## src/rtl/olst_pkg.sv

```systemverilog
// Shared types and codes for the ordered list engine.
package olst_pkg;

  // Field widths fixed by the command and result words.
  localparam int unsigned CMD_W   = 4;
  localparam int unsigned VAL_W   = 32;
  localparam int unsigned STAT_W  = 2;
  localparam int unsigned POS_W   = 6;

  // Command codes.
  localparam logic [CMD_W-1:0] CMD_INS_FRONT  = 4'd0;
  localparam logic [CMD_W-1:0] CMD_INS_BACK   = 4'd1;
  localparam logic [CMD_W-1:0] CMD_INS_BEFORE = 4'd2;
  localparam logic [CMD_W-1:0] CMD_INS_AFTER  = 4'd3;
  localparam logic [CMD_W-1:0] CMD_DEL_FRONT  = 4'd4;
  localparam logic [CMD_W-1:0] CMD_DEL_BACK   = 4'd5;
  localparam logic [CMD_W-1:0] CMD_DEL_KEY    = 4'd6;
  localparam logic [CMD_W-1:0] CMD_SEARCH     = 4'd7;
  localparam logic [CMD_W-1:0] CMD_DUMP       = 4'd8;

  // Status codes.
  localparam logic [STAT_W-1:0] ST_DONE  = 2'd0;
  localparam logic [STAT_W-1:0] ST_MISS  = 2'd1;
  localparam logic [STAT_W-1:0] ST_EMPTY = 2'd2;
  localparam logic [STAT_W-1:0] ST_FULL  = 2'd3;

  // Command word.
  typedef struct packed {
    logic [CMD_W-1:0]        cmd;
    logic signed [VAL_W-1:0] key;
    logic signed [VAL_W-1:0] value;
  } in_word_t;

  // Result word.
  typedef struct packed {
    logic [STAT_W-1:0]       status;
    logic [POS_W-1:0]        position;
    logic signed [VAL_W-1:0] entry_value;
    logic                    last;
  } out_word_t;

  // Movement control broadcast to every cell of the chain.
  typedef struct packed {
    logic shl;  // take the right neighbor's value
    logic shr;  // take the left neighbor's value
  } cell_ctl_t;

endpackage

```

## src/rtl/olst_cell.sv

```systemverilog
// One storage cell of the list chain, holding a single entry.
module olst_cell (
  input  logic                             clk,
  input  olst_pkg::cell_ctl_t              ctl,
  input  logic                             we,
  input  logic signed [olst_pkg::VAL_W-1:0] wdata,
  input  logic signed [olst_pkg::VAL_W-1:0] left_in,
  input  logic signed [olst_pkg::VAL_W-1:0] right_in,
  output logic signed [olst_pkg::VAL_W-1:0] q
);
  import olst_pkg::*;

  logic signed [VAL_W-1:0] val_r;
  logic signed [VAL_W-1:0] val_nxt;

  // A direct write wins over a shift; otherwise the cell moves or holds.
  always_comb begin
    if (we) begin
      val_nxt = wdata;
    end else if (ctl.shl) begin
      val_nxt = right_in;
    end else if (ctl.shr) begin
      val_nxt = left_in;
    end else begin
      val_nxt = val_r;
    end
  end

  // Entry storage needs no reset; the count says which cells are live.
  always_ff @(posedge clk) begin
    val_r <= val_nxt;
  end

  assign q = val_r;

endmodule

```

## src/rtl/ordered_list_engine.sv

```systemverilog
// Top level of the ordered list engine: control sequencer and chain of cells.
//
//   port group | direction | handshake          | word
//   in_*       | input     | in_valid/in_stall   | olst_pkg::in_word_t  (cmd, key, value)
//   out_*      | output    | out_valid/out_stall | olst_pkg::out_word_t (status, position,
//              |           |                     |   entry_value, last)
//
// Insert or delete at either end updates the chain in the accept cycle; the
// status word is then registered from the finish state. Key commands rotate
// the whole chain once, one entry per cycle through cell 0; an insert by key
// adds a step to place the new entry, and a dump step waits while out_stall
// holds the output register. Dump sends one word per rotation step, the last
// one flagged last. Every word waits while out_stall holds the output register.
// Reset clears the entry count and control; cell contents are not reset.
// One command is worked on at a time; in_stall is high while it is busy.
module ordered_list_engine #(
  parameter int unsigned CAPACITY = 32
) (
  input  logic                clk,
  input  logic                rst_n,
  input  logic                in_valid,
  output logic                in_stall,
  input  olst_pkg::in_word_t  in_data,
  output logic                out_valid,
  input  logic                out_stall,
  output olst_pkg::out_word_t out_data
);
  import olst_pkg::*;

  localparam int unsigned CW = $clog2(CAPACITY + 1);
  localparam int unsigned IW = $clog2(CAPACITY);
  localparam logic [CW-1:0] CAP_CNT = CW'(CAPACITY);

  typedef enum logic [1:0] {S_IDLE, S_WALK, S_FIN} state_t;

  state_t                  state_r, state_nxt;
  logic [CW-1:0]           count_r, count_nxt;
  logic [CW-1:0]           rem_r, rem_nxt;
  logic [CW-1:0]           j_r, j_nxt;
  logic                    found_r, found_nxt;
  logic                    pend_r, pend_nxt;
  logic [CMD_W-1:0]        cmd_r, cmd_nxt;
  logic signed [VAL_W-1:0] key_r, key_nxt;
  logic signed [VAL_W-1:0] value_r, value_nxt;
  logic [STAT_W-1:0]       st_r, st_nxt;
  logic [POS_W-1:0]        pos_r, pos_nxt;
  logic                    out_valid_r, out_valid_nxt;
  out_word_t               out_r, out_nxt;

  cell_ctl_t               ctl;
  logic                    wr;
  logic [IW-1:0]           wpos;
  logic signed [VAL_W-1:0] wdata;
  logic [CAPACITY-1:0]     we;
  logic signed [VAL_W-1:0] cell_q [CAPACITY];
  logic signed [VAL_W-1:0] head;
  logic                    emit_ok;
  logic                    hit;
  logic                    app;
  logic                    advance;

  assign head    = cell_q[0];
  assign emit_ok = !out_valid_r || !out_stall;
  assign hit     = !found_r && (head == key_r);

  // Sequencer: decodes a command, then steers the chain one step per cycle unless a dump waits on out_stall.
  always_comb begin
    state_nxt     = state_r;
    count_nxt     = count_r;
    rem_nxt       = rem_r;
    j_nxt         = j_r;
    found_nxt     = found_r;
    pend_nxt      = pend_r;
    cmd_nxt       = cmd_r;
    key_nxt       = key_r;
    value_nxt     = value_r;
    st_nxt        = st_r;
    pos_nxt       = pos_r;
    out_valid_nxt = out_valid_r && out_stall;
    out_nxt       = out_r;
    ctl           = '0;
    wr            = 1'b0;
    wpos          = '0;
    wdata         = head;
    app           = 1'b0;
    advance       = 1'b0;

    case (state_r)
      S_IDLE: begin
        if (in_valid) begin
          cmd_nxt   = in_data.cmd;
          key_nxt   = in_data.key;
          value_nxt = in_data.value;
          st_nxt    = ST_DONE;
          pos_nxt   = '0;
          state_nxt = S_FIN;
          case (in_data.cmd)
            CMD_INS_FRONT: begin
              if (count_r == CAP_CNT) begin
                st_nxt = ST_FULL;
              end else begin
                ctl.shr   = 1'b1;
                wr        = 1'b1;
                wpos      = '0;
                wdata     = in_data.value;
                count_nxt = count_r + 1'b1;
              end
            end
            CMD_INS_BACK: begin
              if (count_r == CAP_CNT) begin
                st_nxt = ST_FULL;
              end else begin
                wr        = 1'b1;
                wpos      = IW'(count_r);
                wdata     = in_data.value;
                count_nxt = count_r + 1'b1;
              end
            end
            CMD_INS_BEFORE, CMD_INS_AFTER, CMD_DEL_KEY, CMD_SEARCH, CMD_DUMP: begin
              if ((in_data.cmd == CMD_INS_BEFORE || in_data.cmd == CMD_INS_AFTER) &&
                  count_r == CAP_CNT) begin
                st_nxt = ST_FULL;
              end else if (count_r == '0) begin
                st_nxt = ST_EMPTY;
              end else begin
                state_nxt = S_WALK;
                rem_nxt   = count_r;
                j_nxt     = '0;
                found_nxt = 1'b0;
                pend_nxt  = 1'b0;
              end
            end
            CMD_DEL_FRONT: begin
              if (count_r == '0) begin
                st_nxt = ST_EMPTY;
              end else begin
                ctl.shl   = 1'b1;
                count_nxt = count_r - 1'b1;
              end
            end
            CMD_DEL_BACK: begin
              if (count_r == '0) begin
                st_nxt = ST_EMPTY;
              end else begin
                count_nxt = count_r - 1'b1;
              end
            end
            default: begin
              st_nxt = ST_DONE;
            end
          endcase
        end
      end

      S_WALK: begin
        advance = pend_r || (cmd_r != CMD_DUMP) || emit_ok;
        if (pend_r) begin
          // Second half of an insert after the key: place the new entry.
          app       = 1'b1;
          wdata     = value_r;
          count_nxt = count_r + 1'b1;
          pend_nxt  = 1'b0;
        end else if (advance) begin
          case (cmd_r)
            CMD_INS_BEFORE: begin
              if (hit) begin
                // Queue the new entry ahead of the matching head.
                app       = 1'b1;
                wdata     = value_r;
                count_nxt = count_r + 1'b1;
                found_nxt = 1'b1;
              end else begin
                ctl.shl = 1'b1;
                app     = 1'b1;
                rem_nxt = rem_r - 1'b1;
                j_nxt   = j_r + 1'b1;
              end
            end
            CMD_INS_AFTER: begin
              ctl.shl = 1'b1;
              app     = 1'b1;
              rem_nxt = rem_r - 1'b1;
              j_nxt   = j_r + 1'b1;
              if (hit) begin
                found_nxt = 1'b1;
                pend_nxt  = 1'b1;
              end
            end
            CMD_DEL_KEY: begin
              ctl.shl = 1'b1;
              rem_nxt = rem_r - 1'b1;
              j_nxt   = j_r + 1'b1;
              if (hit) begin
                // Drop the head instead of recirculating it.
                found_nxt = 1'b1;
                count_nxt = count_r - 1'b1;
              end else begin
                app = 1'b1;
              end
            end
            CMD_SEARCH: begin
              ctl.shl = 1'b1;
              app     = 1'b1;
              rem_nxt = rem_r - 1'b1;
              j_nxt   = j_r + 1'b1;
              if (hit) begin
                found_nxt = 1'b1;
                pos_nxt   = POS_W'({1'b0, j_r} + 1'b1);
              end
            end
            default: begin
              // Dump: send the head and recirculate it.
              ctl.shl             = 1'b1;
              app                 = 1'b1;
              rem_nxt             = rem_r - 1'b1;
              j_nxt               = j_r + 1'b1;
              out_valid_nxt       = 1'b1;
              out_nxt.status      = ST_DONE;
              out_nxt.position    = POS_W'({1'b0, j_r} + 1'b1);
              out_nxt.entry_value = head;
              out_nxt.last        = (rem_r == CW'(1));
            end
          endcase
        end

        // Appended words land just past the live entries after the shift.
        if (app) begin
          wr   = 1'b1;
          wpos = IW'(count_nxt - 1'b1);
        end

        if (advance && rem_nxt == '0 && !pend_nxt) begin
          state_nxt = (cmd_r == CMD_DUMP) ? S_IDLE : S_FIN;
          st_nxt    = found_nxt ? ST_DONE : ST_MISS;
        end
      end

      S_FIN: begin
        if (emit_ok) begin
          out_valid_nxt       = 1'b1;
          out_nxt.status      = st_r;
          out_nxt.position    = pos_r;
          out_nxt.entry_value = '0;
          out_nxt.last        = 1'b1;
          state_nxt           = S_IDLE;
        end
      end

      default: begin
        state_nxt = S_IDLE;
      end
    endcase
  end

  // State and registered outputs.
  always_ff @(posedge clk) begin
    if (!rst_n) begin
      state_r     <= S_IDLE;
      count_r     <= '0;
      rem_r       <= '0;
      j_r         <= '0;
      found_r     <= 1'b0;
      pend_r      <= 1'b0;
      out_valid_r <= 1'b0;
    end else begin
      state_r     <= state_nxt;
      count_r     <= count_nxt;
      rem_r       <= rem_nxt;
      j_r         <= j_nxt;
      found_r     <= found_nxt;
      pend_r      <= pend_nxt;
      out_valid_r <= out_valid_nxt;
    end
    cmd_r   <= cmd_nxt;
    key_r   <= key_nxt;
    value_r <= value_nxt;
    st_r    <= st_nxt;
    pos_r   <= pos_nxt;
    out_r   <= out_nxt;
  end

  // Chain of cells; cell 0 is the front of the list.
  for (genvar i = 0; i < CAPACITY; i++) begin : g_cell
    logic signed [VAL_W-1:0] left_v;
    logic signed [VAL_W-1:0] right_v;

    assign we[i] = wr && (wpos == IW'(i));

    if (i == 0) begin : g_first
      assign left_v = '0;
    end else begin : g_mid_l
      assign left_v = cell_q[i-1];
    end

    if (i == CAPACITY - 1) begin : g_end
      assign right_v = '0;
    end else begin : g_mid_r
      assign right_v = cell_q[i+1];
    end

    olst_cell u_cell (
      .clk      (clk),
      .ctl      (ctl),
      .we       (we[i]),
      .wdata    (wdata),
      .left_in  (left_v),
      .right_in (right_v),
      .q        (cell_q[i])
    );
  end

  assign in_stall  = (state_r != S_IDLE);
  assign out_valid = out_valid_r;
  assign out_data  = out_r;

  // The entry count never passes the chain length.
  a_count_bound: assert property (@(posedge clk) disable iff (!rst_n)
    count_r <= CAP_CNT)
    else $error("entry count exceeds capacity");

  // A rotation always has work left while it runs.
  a_walk_live: assert property (@(posedge clk) disable iff (!rst_n)
    (state_r == S_WALK) |-> (rem_r != '0 || pend_r))
    else $error("rotation running with nothing left");

  // Unvisited entries are always among the live ones.
  a_rem_bound: assert property (@(posedge clk) disable iff (!rst_n)
    (state_r == S_WALK) |-> (rem_r <= count_r))
    else $error("rotation remainder exceeds entry count");

endmodule

```

## config.mk

```make
export PLATFORM = sky130hd
export DESIGN_NAME = ordered_list_engine
export DESIGN_NICKNAME = d
export VERILOG_FILES = /design/src/rtl/olst_pkg.sv /design/src/rtl/olst_cell.sv /design/src/rtl/ordered_list_engine.sv
export SDC_FILE = /design/constraint.sdc
export NUM_CORES = 2
export LEC_CHECK = 0
export BUFFER_PORTS_ARGS = -buffer_cell sky130_fd_sc_hd__buf_2
export CORE_MARGIN = 5
export CORE_UTILIZATION = 35
export DETAILED_ROUTE_END_ITERATION = 12
export GPL_TIMING_DRIVEN = 0
export PLACE_DENSITY = 0.53
export SETUP_SLACK_MARGIN = 0.02
export SLEW_MARGIN = 15
export SYNTH_ARGS = -nofsm -noshare
export SYNTH_HDL_FRONTEND = slang
export SYNTH_SLANG_ARGS = --single-unit
```

## constraint.sdc

```tcl
create_clock -name clk -period 6.23 [get_ports clk]
set_clock_uncertainty 0.05 [all_clocks]
set_input_delay 0.3115 -clock clk [delete_from_list [all_inputs] [get_ports clk]]
set_output_delay 0.3115 -clock clk [all_outputs]
set_load 0.01 [all_outputs]
```

# Word level (Yosys, flattened, before mapping)
# Index checks and enable logic that the tools add are counted.
# W data, S select, Z words.
[classes]
n_eq_ne = 65
n_mux = 206
n_reduce_logical = 97
multipliers = 0
add_sub_neg = 6
shift = 0
div = 0
n_bitwise = 0
n_lt_le_gt_ge = 0
[ops]
columns = ["operator", "count"]
rows = [
  ["$mux W32", 103],
  ["$mux W6", 30],
  ["$mux W41", 4],
  ["$reduce_bool A3 Y1", 32],
  ["$pmux W41 S2", 1],
  ["$eq A5 B5 Y1 const B", 16],
  ["$pmux W6 S2", 6],
  ["$pmux W32 S2", 1],
  ["$eq A5 B4 Y1 const B", 8],
  ["$logic_and A1 B1 Y1", 37],
  ["$mux W1", 35],
  ["$eq A32 B32 Y1", 1],
  ["$mux W2", 13],
  ["$eq A4 B3 Y1 const B", 6],
  ["$eq A5 B3 Y1 const B", 4],
  ["$mux W5", 4],
  ["$add A6 B1 Y6 const B", 3],
  ["$ne A2 B2 Y1 const B", 9],
  ["$eq A4 B2 Y1 const B", 4],
  ["$reduce_and A5 Y1", 3],
  ["$logic_not A6 Y1", 2],
  ["$ne A3 B3 Y1 const B", 4],
  ["$pmux W2 S3", 2],
  ["$sub A6 B1 Y6 const B", 2],
  ["other kinds (27)", 44],
]
[word_totals]
register_bits = 1164
output_inout_bits = 43
wordCells = 422
romBits = 0
input_bits = 72
latch_bits = 0
mem_bits_rw = 0
mem_count = 0

# Longest topological paths before layout
[depth]
ltp_word = 13
mapped_depth = 17
depth_no_buf = 14

# Modules after synthesis
# A second synthesis with hierarchy kept.
[unflattened]
cells_unflattened = 5217
hier_area_um2 = 61412.6
[by_module_without_submodules]
columns = ["mod", "cells_per_inst", "seq_area_each_um2", "area_per_inst_um2", "n_inst"]
rows = [
  ["olst_cell", 140, 960.9, 1672.9, 32],
  ["ordered_list_engine", 737, 3973.8, 7881.3, 1],
]

# Worst setup path before layout
# No wires, ideal clock.
[synth_path]
kind = "flip-flop to flip-flop"
start = "register count_r[0]"
end = "register g_cell[24].u_cell.val_r[0], enable pin"
synth_period_minus_slack_ns = 4.673
setup_slack_ns = 1.557
stages_incl_launch_ff = 16
arrival_time_ns = 4.229
path_cell_list = "dfxtp_1 clkbuf_1 inv_1 ha_1 mux2i_1 nand4b_1 o311a_1 ha_1 or4_4 a32oi_1 and2_1 a31o_1 buf_4 and2_1 buf_4 nand2b_1"
[synth_between]
elab_chain_cells = 12
elab_cells_between_ends = 29
cone_classes = "3 x add/sub; 2 x eq/ne; 21 x mux; 3 x reduce/logical"
[synth_rtl]
columns = ["element", "line", "source"]
rows = [
  ["start: declaration", "ordered_list_engine.sv:37", "logic [CW-1:0] count_r, count_nxt;"],
  ["start signal: assignment", "ordered_list_engine.sv:267", "count_r <= count_nxt;"],
  ["$sub A6 B1 Y6 / $add A6 B1 Y6 (equally long branches)", "ordered_list_engine.sv:196, ordered_list_engine.sv:161, ordered_list_engine.sv:170", ""],
  ["$mux W6, on equally long branches", "ordered_list_engine.sv:193, ordered_list_engine.sv:166", ""],
  ["$pmux W6 S2", "ordered_list_engine.sv:164", "case (cmd_r)"],
  ["$mux W6", "ordered_list_engine.sv:163", "end else if (advance) begin"],
  ["$mux W6", "ordered_list_engine.sv:157", "if (pend_r) begin"],
  ["$mux W6", "ordered_list_engine.sv:88", "case (state_r)"],
  ["$sub A5 B1 Y5", "ordered_list_engine.sv:229", "wpos = IW'(count_nxt - 1'b1);"],
  ["$mux W5", "ordered_list_engine.sv:227", "if (app) begin"],
  ["$pmux W5 S2", "ordered_list_engine.sv:88", ""],
  ["$eq A5 B5 Y1", "ordered_list_engine.sv:287", "assign we[i] = wr && (wpos == IW'(i));"],
  ["$logic_and A1 B1 Y1", "ordered_list_engine.sv:287", ""],
  ["$reduce_bool A3 Y1 (no line) (*)", "n/a", ""],
  ["end signal: assignment", "olst_cell.sv:31", "val_r <= val_nxt;"],
  ["end: declaration", "olst_cell.sv:13", "logic signed [VAL_W-1:0] val_r;"],
]
# Every way passes the cells marked *; elsewhere a longest branch is shown, timed or not. The select of a mux whose other input is x is not followed.
# A chain may end at the register's enable or synchronous reset.

# Worst setup path after layout
[layout_path]
start = "register g_cell[0].u_cell.val_r[7]"
end = "register g_cell[21].u_cell.val_r[6], enable pin"
[layout_between]
elab_chain_cells = 13
elab_cells_between_ends = 25
cone_classes = "1 x add/sub; 2 x eq/ne; 19 x mux; 3 x reduce/logical"
[layout_rtl]
columns = ["element", "line", "source"]
rows = [
  ["start: declaration", "olst_cell.sv:13", ""],
  ["start signal: assignment", "olst_cell.sv:31", ""],
  ["$eq A32 B32 Y1 (*)", "ordered_list_engine.sv:64", "assign hit = !found_r && (head == key_r);"],
  ["$logic_and A1 B1 Y1 (*)", "ordered_list_engine.sv:64", ""],
  ["$mux W6, on equally long branches", "ordered_list_engine.sv:193, ordered_list_engine.sv:166", ""],
  ["$pmux W6 S2", "ordered_list_engine.sv:164", ""],
  ["$mux W6", "ordered_list_engine.sv:163", ""],
  ["$mux W6", "ordered_list_engine.sv:157", ""],
  ["$mux W6", "ordered_list_engine.sv:88", ""],
  ["$sub A5 B1 Y5", "ordered_list_engine.sv:229", ""],
  ["$mux W5", "ordered_list_engine.sv:227", ""],
  ["$pmux W5 S2", "ordered_list_engine.sv:88", ""],
  ["$eq A5 B5 Y1", "ordered_list_engine.sv:287", ""],
  ["$logic_and A1 B1 Y1", "ordered_list_engine.sv:287", ""],
  ["$reduce_bool A3 Y1 (no line) (*)", "n/a", ""],
  ["end signal: assignment", "olst_cell.sv:31", ""],
  ["end: declaration", "olst_cell.sv:13", ""],
]
# Marked as above.

==> flow_summary.ini <==
[run_status]
status = completed

[route]
drcViolationCount = 0
avgViaCountPerCell = 5.19
wire_per_inst_um = 26.3
first_pass_iters = 8
via_count = 35800
ant_nets = 0
drt_iter0_markers = 2434
routed_wl_mm = 181

[setup_path]
regToRegEndpoint = g_cell[21].u_cell.q[6]
ff2ff_path_depth = 13
startpoint_type = flip-flop
crit_start = g_cell[0].u_cell.q[7]
r2r_start = g_cell[0].u_cell.q[7]
cp_data_arrival_time_ns = 6.52
worstSetupPathType = flip-flop to flip-flop
endpoint_kind = flip-flop
r2r_slack_ns = 0.10
crit_required_ns = 6.63
crit_fanout = 22

[place]
dpl.hpwl_mm = 140
port_buffers = 114
dpl-instance-area_mm2 = 0.0647
gp_congestion = 0.877

[logic_synthesis]
synth-async-reset-ratio_pct = 0
syn-num-nets = 4179
synth-adder-area-share_pct = 0.187
synth_cell_types = 79
yosys_warnings = 0
syn-cell-area_mm2 = 0.0603
ys_seq_area_share_pct = 57.6
synthSimpleGateAreaFrac_pct = 3.02
syn_area_per_cell_um2 = 14.7
synth_compound_area_share_pct = 1.78
ys_ff_latch = 1164
synth_top_family_by_area = multiplexers
postSynthCellCount = 4098
synth_ff_type = edfxtp_1
synth-xor-area-share_pct = 0.691
synthMuxAreaShare_pct = 33.4
synth-edff-count = 1141

[power_and_ir_drop]
p_seq_share_pct = 51.1
ir_worst_vdd_uv = 157
intPower_w = 0.0134
p_sw_share_pct = 22.8
power.leakage_nw = 32.7
total_power_w = 0.0174
power_density_mw_per_mm2 = 250
comb_power_share_pct = 5.4
power_switching_w = 0.00398
clkPwrFrac_pct = 43.5

[min_path]
worstHoldPathCells = 2
whs_endpoint = key_r[14]
hp-class = primary input to flip-flop
min_from = in_data[46]

[global_route]
grt_overflow = 0
grt_pass1_wl_mm = 260
grt_max_degree = 39
grt_usage_pct = 19.5
antenna_found_initial = 1
grt_pass1_vias = 36200

[floorplan]
rows = 152
initial_core_util_pct = 35.1
coreArea_mm2 = 0.172
die_w_um = 425
ios = 115
die-area_mm2 = 0.181
fp.dieH_um = 425

[sta]
period_share_pct = 98.3
finalSetupViolCount = 0
layout_min_cycle_time_ns = 6.13
clock.fmax_mhz = 163
tightest_slew_ns = 1.24
hold_violations = 0
drv_slew = 0
timing.slew.headroom_pct = 17.5
rsz0062_at_grt = no

[cts]
cts_setup_buffers = 0
worstSkewPairLatency_ns = 0.77
path_clk_slew_ns = 0.06
clock-sinks = 1164
htree_levels = 4
cts_tree = done
cts_root_buf = clkbuf_16
cts_made_buffers = 137
cts.path.max_buffers = 3

[finish]
fin_nets = 4566
fin_util_pct = 40.6
design_area_mm2 = 0.0696
areaGrowthSynthToFinish_pct = 15.4
drive_gt1_share_pct = 12.8

[job]
max_cap_viol_count = 0
[critical path, stage by stage, from the launching register on]
cell and delay (ns):
edfxtp_1 0.48, xnor2_1 0.60, nand4_1 0.24, nor4_4 0.55, a31oi_1 0.32, xnor2_1 0.33, ha_1 0.26, and3_1 0.17
a211o_1 0.31, a21boi_1 0.96, nand2_2 0.44, buf_2 0.41, nand2_2 0.40, buf_12 0.26
[power groups by stage]
| stage | Clock [W] | Combinational (W) | Sequential [W] |
|---|---|---|---|
| global route | 0.00808 | 0.00102 | 0.00892 |
| detailed placement | 0 | 0.000909 | 0.00906 |
| global placement | 0 | 0.000847 | 0.00908 |
| finish | 0.00758 | 0.000949 | 0.00890 |
| CTS | 0.00778 | 0.000951 | 0.00890 |
| floorplan | 0 | 0.000489 | 0.00904 |
[sequential cells by signal (all words and copies together), names as in the netlist]
name / count
g_cell.u_cell.q: 1024
out_data: 41
key_r: 32
value_r: 32
count_r: 6
j_r: 6
pos_r: 6
rem_r: 6
cmd_r: 4
st_r: 2
state_r: 2
found_r: 1
out_valid: 1
pend_r: 1
[synthesized netlist by cell type, types with 19 or more instances]
cell	instances	area (µm²)
nand2_2	19	119
buf_4	30	225
nand2_1	122	458
a222oi_1	33	330
mux2_2	20	225
clkbuf_1	226	848
xnor2_1	42	368
nor2_1	32	120
dfxtp_1	23	460
nor2b_1	38	238
mux2i_1	1991	19900
buf_2	62	310
buf_6	41	462
a21oi_1	20	100
edfxtp_1	1141	34300
and2_1	31	194
[kinds of logic (layout without fill, tap and decap cells)]
kind of cell             after synthesis  count (layout)
other                                  0               1
adder cells (fa/ha/maj)                9               9
AND/OR/NAND/NOR                      348             348
multiplexers                        2011            2011
flip-flops                          1164            1164
AO/OA/AOI/OAI                        134             134
buffers and inverters                386             872
XOR/XNOR                              46              46
[placed cells by master, fill, tap and decap left out, drive strengths merged, types with 4 or more instances in the layout]
| master | instances |
|---|---|
| a211oi | 6 |
| a21boi | 8 |
| a21oi | 21 |
| a222oi | 33 |
| a31o | 4 |
| a31oi | 5 |
| and2 | 35 |
| and3 | 10 |
| and4 | 5 |
| buf | 315 |
| clkbuf | 404 |
| clkinv | 55 |
| dfxtp | 23 |
| dlygate4sd3 | 72 |
| edfxtp | 1141 |
| ha | 9 |
| inv | 22 |
| mux2 | 20 |
| mux2i | 1991 |
| nand2 | 141 |
| nand2b | 18 |
| nand3 | 13 |
| nand4 | 14 |
| nor2 | 33 |
| nor2b | 38 |
| nor3 | 18 |
| nor3b | 4 |
| nor4 | 4 |
| o21ai | 18 |
| or3 | 4 |
| xnor2 | 42 |
[per-stage QoR]
stage	TNS [ns]	hold slack, ns	instances	setup WS [ns]
floorplan	0	0.360	4098	1.56
detailed placement	-344.72	0.429	6576	-1.03
global route	0	0.172	6894	0.0565
global placement	-818.17	0.422	6522	-1.64
finish	0	0.213	6895	0.104
CTS	0	0.144	6886	0.182
[per-layer routing]
metal	GRT usage, %	part of all wire, %	vias up
met4	4.81	2.1	0
met3	2.70	4.3	203
met2	32.8	48	846
li1	-	-	16500
met1	26.7	46	18200
met5	0	0	-
[what timing repair did]
item                                   4_1_cts  5_1_grt
hold buffers                                72        0
endpoints found under the hold margin       82        0
setup endpoints to repair                  810       24
gates resized for setup                      5        2
[worst max path at each step]
| stage | to | cells past startpoint |
|---|---|---|
| 5_1_grt | g_cell[21].u_cell.q[6] | 13 |
| 3_3_place_gp | g_cell[17].u_cell.q[7] | 14 |
| 3_5_place_dp | g_cell[17].u_cell.q[7] | 14 |
| 6_report | g_cell[21].u_cell.q[6] | 13 |
| 2_1_floorplan | g_cell[24].u_cell.q[0] | 15 |
| 4_1_cts | g_cell[19].u_cell.q[8] | 17 |
[area by class of cell]
cell class / count / area (µm²)
Fill cell: 16000 / 102000
Sequential cell: 1164 / 34700
Multi-Input combinational cell: 2548 / 23700
Clock buffer: 177 / 3740
Tap cell: 2310 / 2890
Timing Repair Buffer: 248 / 2130
Buffer: 367 / 1930
Clock inverter: 61 / 387
Inverter: 19 / 73.8
Antenna cell: 1 / 2.50
No activity file was read; power rests on OpenSTA's default activity.
